--- config.mk ---
export PLATFORM = sky130hd
export DESIGN_NAME = touch_press_release_detector_core_flat
export DESIGN_NICKNAME = d
export VERILOG_FILES = /design/src/rtl/core/tpr_pkg.sv /design/src/rtl/core/tpr_if.sv /design/src/rtl/core/touch_press_release_detector_core.sv /design/src/rtl/core/tpr_pad_lane.sv /design/src/flat_wrapper.sv
export VERILOG_INCLUDE_DIRS = /design/src /design/src/rtl/core
export SDC_FILE = /design/constraint.sdc
export NUM_CORES = 1
export LEC_CHECK = 0
export BUFFER_PORTS_ARGS = -buffer_cell sky130_fd_sc_hd__clkbuf_2
export CAP_MARGIN = 20
export CELL_PAD_IN_SITES_DETAIL_PLACEMENT = 1
export CELL_PAD_IN_SITES_GLOBAL_PLACEMENT = 1
export CORE_MARGIN = 1.5
export CORE_UTILIZATION = 45
export CTS_CLUSTER_DIAMETER = 60
export DETAILED_ROUTE_END_ITERATION = 8
export GPL_TIMING_DRIVEN = 0
export PLACE_DENSITY_LB_ADDON = 0.12
export RECOVER_POWER = 25
export SLEW_MARGIN = 20
export SYNTH_ARGS = -nofsm -noshare
export SYNTH_HDL_FRONTEND = slang
export SYNTH_SLANG_ARGS = --single-unit
--- constraint.sdc ---
create_clock -name clk -period 7.55 [get_ports clk]
set_input_delay 2.265 -clock clk [delete_from_list [all_inputs] [get_ports clk]]
set_output_delay 2.265 -clock clk [all_outputs]
set_load 0.01 [all_outputs]
--- src/rtl/core/touch_press_release_detector_core_assert.svh ---
// Assertion macros for the touch press/release detector core.
// Used by files that include this header; expects clk and rst_n in scope.
`ifndef TOUCH_PRESS_RELEASE_DETECTOR_CORE_ASSERT_SVH
`define TOUCH_PRESS_RELEASE_DETECTOR_CORE_ASSERT_SVH

// Same-cycle implication, disabled during reset.
`define TPR_ASSERT_NOW(lbl, ante, cons, msg) \
  lbl: assert property (@(posedge clk) disable iff (!rst_n) (ante) |-> (cons)) \
    else $error(msg);

// Next-cycle implication, disabled during reset.
`define TPR_ASSERT_NEXT(lbl, ante, cons, msg) \
  lbl: assert property (@(posedge clk) disable iff (!rst_n) (ante) |=> (cons)) \
    else $error(msg);

`endif

--- src/rtl/core/tpr_pkg.sv ---
// Shared constants and types for the touch press/release detector.
// No dependencies; used by the interfaces, the pad lane and the top level.
`timescale 1ns / 1ps

package tpr_pkg;

  // Field widths
  localparam int PAD_W       = 10;
  localparam int CNT_W       = 8;
  localparam int CFG_IDX_W   = 1;
  localparam int CFG_DATA_W  = 10;

  // Default pad count
  localparam int NUM_PADS_DEF = 10;

  // Register reset values
  localparam logic [PAD_W-1:0] PAD_ENABLE_RESET = '0;
  localparam logic [CNT_W-1:0] HOLD_TICKS_RESET = 8'd10;
  localparam logic [CNT_W-1:0] HOLD_TICKS_MIN   = 8'd1;

  // Register indexes
  localparam logic [CFG_IDX_W-1:0] CFG_PAD_ENABLE = 1'b0;
  localparam logic [CFG_IDX_W-1:0] CFG_HOLD_TICKS = 1'b1;

  // Item kinds
  localparam logic MODE_SAMPLE = 1'b0;
  localparam logic MODE_TICK   = 1'b1;

  // Per-pad control broadcast from the top level to every lane
  typedef struct packed {
    logic             load;    // matched sample accepted this cycle
    logic             dec;     // tick accepted while the timer runs
    logic [CNT_W-1:0] reload;  // countdown reload value
  } lane_ctrl_t;

  // Per-pad status returned to the top level
  typedef struct packed {
    logic press;    // new press on this word
    logic expire;   // countdown reaches zero on this word
    logic busy;     // countdown nonzero
    logic holding;  // countdown stays nonzero after a tick
  } lane_stat_t;

endpackage

--- src/rtl/core/tpr_if.sv ---
// Valid/ready channel interfaces for the touch press/release detector.
// Depends on tpr_pkg for field widths.
`timescale 1ns / 1ps

interface tpr_in_if;
  logic                       valid;
  logic                       ready;
  logic                       mode;
  logic [tpr_pkg::PAD_W-1:0]  pad_status;

  modport source (output valid, mode, pad_status, input ready);
  modport sink   (input valid, mode, pad_status, output ready);
endinterface

interface tpr_out_if;
  logic                       valid;
  logic                       ready;
  logic [tpr_pkg::PAD_W-1:0]  press_mask;
  logic [tpr_pkg::PAD_W-1:0]  release_mask;
  logic                       timer_running;
  logic                       all_released;

  modport source (output valid, press_mask, release_mask, timer_running, all_released,
                  input ready);
  modport sink   (input valid, press_mask, release_mask, timer_running, all_released,
                  output ready);
endinterface

--- src/rtl/core/touch_press_release_detector_core.sv ---
// Touch press/release detector: debounced press detection with per-pad release timeout.
// Each result word is loaded into the output register when its input is taken.
// Throughput: one word per cycle, sample or tick, while the output side takes results.
// Each pad's countdown and compare is one lane of parallel logic before the result register.
// Reset (synchronous, rst_n low): countdowns and last sample zero, timer stopped, all released,
// pad enables cleared, hold time 10 ticks, output register empty.
`timescale 1ns / 1ps
`include "touch_press_release_detector_core_assert.svh"

module touch_press_release_detector_core #(
  parameter int NUM_PADS = tpr_pkg::NUM_PADS_DEF
) (
  input  logic                            clk,
  input  logic                            rst_n,
  tpr_in_if.sink                          in_if,
  tpr_out_if.source                       out_if,
  input  logic                            cfg_we,
  input  logic [tpr_pkg::CFG_IDX_W-1:0]   cfg_idx,
  input  logic [tpr_pkg::CFG_DATA_W-1:0]  cfg_wdata
);

  localparam int PAD_W = tpr_pkg::PAD_W;
  localparam int CNT_W = tpr_pkg::CNT_W;

  // Configuration registers
  logic [PAD_W-1:0] pad_enable_r;
  logic [CNT_W-1:0] hold_ticks_r;

  // Detector state
  logic [PAD_W-1:0] prev_status_r, prev_status_nxt;
  logic             released_r, released_nxt;
  logic             ticking_r, ticking_nxt;

  // Output register
  logic             out_valid_r;
  logic [PAD_W-1:0] press_r, press_nxt;
  logic [PAD_W-1:0] release_r, release_nxt;
  logic             running_r;
  logic             all_rel_r;

  logic                in_fire;
  logic                sample_match;
  logic                tick_live;
  logic                any_holding;
  logic                any_busy;
  tpr_pkg::lane_ctrl_t lane_ctrl;

  logic [NUM_PADS-1:0] lane_touch;
  logic [NUM_PADS-1:0] lane_press;
  logic [NUM_PADS-1:0] lane_expire;
  logic [NUM_PADS-1:0] lane_busy;
  logic [NUM_PADS-1:0] lane_holding;

  // Accept whenever the output register is free or draining this cycle
  assign in_if.ready = !out_valid_r || out_if.ready;
  assign in_fire     = in_if.valid && in_if.ready;

  // Classify the incoming word
  assign sample_match = in_fire && (in_if.mode == tpr_pkg::MODE_SAMPLE)
                        && (in_if.pad_status == prev_status_r);
  assign tick_live    = in_fire && (in_if.mode == tpr_pkg::MODE_TICK) && ticking_r;

  always_comb begin
    lane_ctrl.load   = sample_match;
    lane_ctrl.dec    = tick_live;
    lane_ctrl.reload = (hold_ticks_r == '0) ? tpr_pkg::HOLD_TICKS_MIN : hold_ticks_r;
  end

  // Pad lanes
  for (genvar i = 0; i < NUM_PADS; i++) begin : g_lane
    tpr_pkg::lane_stat_t stat;

    if (i < PAD_W) begin : g_touch
      assign lane_touch[i] = in_if.pad_status[i] && pad_enable_r[i];
    end else begin : g_no_touch
      assign lane_touch[i] = 1'b0;
    end

    tpr_pad_lane u_lane (
      .clk   (clk),
      .rst_n (rst_n),
      .ctrl  (lane_ctrl),
      .touch (lane_touch[i]),
      .stat  (stat)
    );

    assign lane_press[i]   = stat.press;
    assign lane_expire[i]  = stat.expire;
    assign lane_busy[i]    = stat.busy;
    assign lane_holding[i] = stat.holding;
  end

  assign any_holding = |lane_holding;
  assign any_busy    = |lane_busy;

  // Fold lane flags onto the fixed-width result masks
  for (genvar j = 0; j < PAD_W; j++) begin : g_mask
    if (j < NUM_PADS) begin : g_pad
      assign press_nxt[j]   = lane_press[j];
      assign release_nxt[j] = lane_expire[j];
    end else begin : g_none
      assign press_nxt[j]   = 1'b0;
      assign release_nxt[j] = 1'b0;
    end
  end

  // Next detector state
  always_comb begin
    prev_status_nxt = prev_status_r;
    released_nxt    = released_r;
    ticking_nxt     = ticking_r;
    if (in_fire && (in_if.mode == tpr_pkg::MODE_SAMPLE) && !sample_match) begin
      prev_status_nxt = in_if.pad_status;
    end
    if (sample_match && released_r) begin
      released_nxt = 1'b0;
      ticking_nxt  = 1'b1;
    end
    if (tick_live && !any_holding) begin
      released_nxt = 1'b1;
      ticking_nxt  = 1'b0;
    end
  end

  // Configuration writes
  always_ff @(posedge clk) begin
    if (!rst_n) begin
      pad_enable_r <= tpr_pkg::PAD_ENABLE_RESET;
      hold_ticks_r <= tpr_pkg::HOLD_TICKS_RESET;
    end else if (cfg_we) begin
      unique case (cfg_idx)
        tpr_pkg::CFG_PAD_ENABLE: pad_enable_r <= cfg_wdata[PAD_W-1:0];
        tpr_pkg::CFG_HOLD_TICKS: hold_ticks_r <= cfg_wdata[CNT_W-1:0];
        default: ;
      endcase
    end
  end

  // Detector state and output valid
  always_ff @(posedge clk) begin
    if (!rst_n) begin
      prev_status_r <= '0;
      released_r    <= 1'b1;
      ticking_r     <= 1'b0;
      out_valid_r   <= 1'b0;
    end else begin
      prev_status_r <= prev_status_nxt;
      released_r    <= released_nxt;
      ticking_r     <= ticking_nxt;
      if (in_fire) begin
        out_valid_r <= 1'b1;
      end else if (out_if.ready) begin
        out_valid_r <= 1'b0;
      end
    end
  end

  // Result payload: load on accept, hold otherwise
  always_ff @(posedge clk) begin
    if (in_fire) begin
      press_r   <= press_nxt;
      release_r <= release_nxt;
      running_r <= ticking_nxt;
      all_rel_r <= released_nxt;
    end
  end

  assign out_if.valid         = out_valid_r;
  assign out_if.press_mask    = press_r;
  assign out_if.release_mask  = release_r;
  assign out_if.timer_running = running_r;
  assign out_if.all_released  = all_rel_r;

  // Checks
  `TPR_ASSERT_NOW(a_flags_exclusive, 1'b1, ticking_r != released_r, "timer and released overlap")
  `TPR_ASSERT_NOW(a_released_idle, released_r, !any_busy, "countdown active while all released")
  `TPR_ASSERT_NOW(a_masks_disjoint, out_valid_r, !((|press_r) && (|release_r)), "masks overlap")
  `TPR_ASSERT_NEXT(a_stop_clears, tick_live && !any_holding, !any_busy, "countdown after stop")

endmodule

--- src/rtl/core/tpr_pad_lane.sv ---
// One pad's release countdown: reload on a matched touch, count down on ticks.
// Depends on tpr_pkg for lane_ctrl_t, lane_stat_t and CNT_W.
`timescale 1ns / 1ps

module tpr_pad_lane (
  input  logic                clk,
  input  logic                rst_n,
  input  tpr_pkg::lane_ctrl_t ctrl,
  input  logic                touch,
  output tpr_pkg::lane_stat_t stat
);

  logic [tpr_pkg::CNT_W-1:0] cnt_r;
  logic [tpr_pkg::CNT_W-1:0] cnt_nxt;
  logic                      busy;

  assign busy = (cnt_r != '0);

  // Report busy, holding, press and expire from the current count
  always_comb begin
    stat.busy    = busy;
    stat.holding = (cnt_r > tpr_pkg::CNT_W'(1));
    stat.press   = ctrl.load && touch && !busy;
    stat.expire  = ctrl.dec && (cnt_r == tpr_pkg::CNT_W'(1));
  end

  // Reload on touch, otherwise count down while nonzero
  always_comb begin
    cnt_nxt = cnt_r;
    if (ctrl.load && touch) begin
      cnt_nxt = ctrl.reload;
    end else if (ctrl.dec && busy) begin
      cnt_nxt = cnt_r - tpr_pkg::CNT_W'(1);
    end
  end

  always_ff @(posedge clk) begin
    if (!rst_n) begin
      cnt_r <= '0;
    end else begin
      cnt_r <= cnt_nxt;
    end
  end

endmodule
--- src/flat_wrapper.sv ---
// flat-port wrapper written by rule: the top's interface ports become plain ports
module touch_press_release_detector_core_flat 
#(
  parameter int NUM_PADS = tpr_pkg::NUM_PADS_DEF
)
  (clk, rst_n, cfg_we, cfg_idx, cfg_wdata, in_if_valid, in_if_mode, in_if_pad_status, in_if_ready, out_if_valid, out_if_press_mask, out_if_release_mask, out_if_timer_running, out_if_all_released, out_if_ready);
  tpr_in_if in_if_i ();
  tpr_out_if out_if_i ();
  input  logic clk;
  input  logic rst_n;
  input  logic cfg_we;
  input  logic [tpr_pkg::CFG_IDX_W-1:0] cfg_idx;
  input  logic [tpr_pkg::CFG_DATA_W-1:0] cfg_wdata;
  input wire logic [$bits(in_if_i.valid)-1:0] in_if_valid;
  input wire logic [$bits(in_if_i.mode)-1:0] in_if_mode;
  input wire logic [$bits(in_if_i.pad_status)-1:0] in_if_pad_status;
  output wire logic [$bits(in_if_i.ready)-1:0] in_if_ready;
  output wire logic [$bits(out_if_i.valid)-1:0] out_if_valid;
  output wire logic [$bits(out_if_i.press_mask)-1:0] out_if_press_mask;
  output wire logic [$bits(out_if_i.release_mask)-1:0] out_if_release_mask;
  output wire logic [$bits(out_if_i.timer_running)-1:0] out_if_timer_running;
  output wire logic [$bits(out_if_i.all_released)-1:0] out_if_all_released;
  input wire logic [$bits(out_if_i.ready)-1:0] out_if_ready;
  assign in_if_i.valid = in_if_valid;
  assign in_if_i.mode = in_if_mode;
  assign in_if_i.pad_status = in_if_pad_status;
  assign in_if_ready = in_if_i.ready;
  assign out_if_valid = out_if_i.valid;
  assign out_if_press_mask = out_if_i.press_mask;
  assign out_if_release_mask = out_if_i.release_mask;
  assign out_if_timer_running = out_if_i.timer_running;
  assign out_if_all_released = out_if_i.all_released;
  assign out_if_i.ready = out_if_ready;
  touch_press_release_detector_core #(.NUM_PADS(NUM_PADS)) u_core (.clk(clk), .rst_n(rst_n), .in_if(in_if_i), .out_if(out_if_i), .cfg_we(cfg_we), .cfg_idx(cfg_idx), .cfg_wdata(cfg_wdata));
endmodule
==> reports/results.tsv <==
metric	value	unit
syn-num-nets	972	
clk_path_buf_depth	2	
ys_types	50	
max_slew_margin	-37.97	%
crit_arrival	3.16	ns
start_kind	input port	
grt_overflow	0	
antenna_found_initial	1	
worst_pin_slew	2.068	ns
synth_adder_area_share	5.003	%
yosysMostFrequentCell	dfxtp_1	
cts_hold_buf	0	
utilization	52.52	%
wl	29990	µm
ys_ff_latch	133	
grt_pass1_wl	45330	µm
startpoint	out_if_ready	
synth-edff-count	22	
seq_area_frac_synth	38.43	%
clk_latency	0.43	ns
core_area	0.01641	mm²
numCtsBuffers	17	
leakage	3.243	nW
r2r_start	u_core.out_if.valid$_SDFFE_PN0P_	
cts_tree	built	
min_from	u_core.pad_enable_r[4]$_SDFFE_PN0P_	
synthArstFlopShare	0	%
rows	47	
yosys_warnings	0	
fin_skew	0.007687	ns
ctsRootBufferMaster	clkbuf_16	
cts_htree_levels	4	
drt_iter0_drc	723	
cap_violations	1	
grt_max_degree	23	
ctsResizeCount	0	
num_vias	7723	
syn_avg_cell_area	8.199	µm²
fillCellCount	2042	
violations	capacitance limit, slew limit	
fin_total_pwr	1.718	mW
synth_top_family_by_area	simple AND/OR/NAND/NOR gates	
hpwl	20570	µm
drtAntennaViolNets	0	
netlist.area_leader.share	29.62	%
yosys-top-cells-count	dfxtp_1, nand2_1, nand3_1, a21oi_1, nor2_1	
antenna_cells	0	
finalCriticalPeriod	5.429	ns
wl_per_cell	24.71	µm
min_path_type	reg2reg	
status	complete, but fails checks	
synth.area.mux_share	2.468	%
drive_gt1_share	7.445	%
io_pins	51	
first_global_vias	7644	
tns	0	ns
syn_area	0.007502	mm²
yosysTopAreaCell	dfxtp_1	
slew_violations	23	
fmax	0.1842	GHz
cts_setup_buffers	0	
synth_top_flop_cell	dfxtp_1	
synthCells	915	
syn2layout_area_growth	14.86	%
port_buffers	47	
post_synth_and_or_nand_nor_area_fraction	29.94	%
yosys-top-cells-area	dfxtp_1, edfxtp_1, nand3_1, xor2_1, ha_1	
path_clk_slew	0.06	ns
crit_type	in2out	
fin_crit_sh	71.90	%
grt.total_usage	34.66	%
dr.pass1.iters	5	
critPathCaptureType	output pin	
viasPerCell	6.362	
cts_sinks	133	
nets	1038	
synth_compound_area_share	13.01	%
die_h	132.1	µm
start_util	45.73	%
critPathRequiredTime	5.29	ns
hold_viol	0	
path_max_fanout	6	
power.density	199.3	mW/mm²
synth_xor_area_share	7.005	%
drc	0	
place_congestion	0.9394	
peakVddDrop	0.0001885	V
die_area	0.01746	mm²
die_w	132.1	µm
rsz0062_at_grt	no	
finalSetupViolCount	0	
==> kinds of logic after synthesis <==
| logic type | Yosys count |
|---|---|
| AOI/OAI and AO/OA | 168 |
| xor gates and xnor gates | 60 |
| adders and majority gates | 30 |
| buffers and inverters | 79 |
| DFF | 133 |
| muxes | 18 |
| and+or+nand+nor | 427 |
==> where the power goes <==
| part | total (mW) | internal (mW) | switching [mW] |
|---|---|---|---|
| Clock | 0.866 | 0.527 | 0.339 |
| Sequential | 0.742 | 0.733 | 0.00914 |
| Combinational | 0.110 | 0.0254 | 0.0842 |
| Total | 1.72 | 1.29 | 0.432 |
==> final timing paths <==
| check | end | slack [ns] | cells past startpoint |
|---|---|---|---|
| worst max-delay path | in_if_ready | 2.12 | 4 |
| worst min-delay path | u_core.pad_enable_r[4]$_SDFFE_PN0P_ | 0.46 | 2 |
| worst max register to register | u_core.out_if.release_mask[9]$_DFFE_PP_ | 4.28 | 7 |
| worst min register to register | u_core.pad_enable_r[4]$_SDFFE_PN0P_ | 0.46 | 2 |
==> metal layers <==
metal	wire length, µm	GRT usage (%)	vias up
met5	0	0	-
met3	2419	6.190	99
met4	1551	19.38	0
met2	13570	54.71	336
met1	12450	44.89	3811
li1	-	-	3477
==> layout by cell type (no fill, tap or decap), drive strengths merged, types with 3 or more instances in the layout <==
cell type / instances
a31oi: 14
o211ai: 5
ha: 30
nor2: 59
nand4: 57
or4: 13
mux2: 4
buf: 12
nor4: 18
nand2: 95
or3: 3
a21oi: 74
o221ai: 8
clkinv: 5
clkbuf: 103
xor2: 43
inv: 36
dfxtp: 111
a21o: 9
edfxtp: 22
o22ai: 5
mux2i: 14
nand4b: 10
xnor2: 17
and3: 22
and2: 13
nand2b: 5
nand3: 86
a211oi: 10
nor3: 35
o21ai: 38
==> sequential cells by signal, summed over array words and instances (netlist names) <==
signal	count
u_core.released_r	1
u_core.out_if.press_mask	10
u_core.out_if.valid	1
u_core.out_if.release_mask	10
u_core.out_if.all_released	1
u_core.out_if.timer_running	1
u_core.hold_ticks_r	8
u_core.ticking_r	1
u_core.pad_enable_r	10
u_core.g_lane.u_lane.cnt_r	80
u_core.prev_status_r	10
==> worst max-delay path: stages <==
cell,delay (ns)
clkbuf_2,0.08
nor2b_1,0.42
inv_1,0.22
clkbuf_2,0.18
==> layout make-up <==
| class | count | area, µm² | share of cell area, % |
|---|---|---|---|
| buffer | 44 | 180.2 | 2.091 |
| tap | 220 | 275.3 | 3.194 |
| clock buffer | 24 | 568.0 | 6.592 |
| multi-input combinational | 703 | 4319 | 50.12 |
| sequential | 133 | 2883 | 33.45 |
| clock inverter | 8 | 53.80 | 0.6244 |
| timing repair buffer | 47 | 206.4 | 2.396 |
| inverter | 35 | 131.4 | 1.525 |
==> per-stage QoR <==
stage	hold WS [ns]	setup slack (ns)	cells	cell area, µm²
after CTS	0.4671	2.178	1214	8645
after detailed placement	0.4527	2.204	1182	8023
after floorplan	0.4317	2.609	915	7502
final	0.4596	2.121	1214	8617
after global routing	0.4939	2.085	1214	8617
after global placement	0.4395	2.171	1182	8013
No activity file was read; power rests on OpenSTA's default activity.
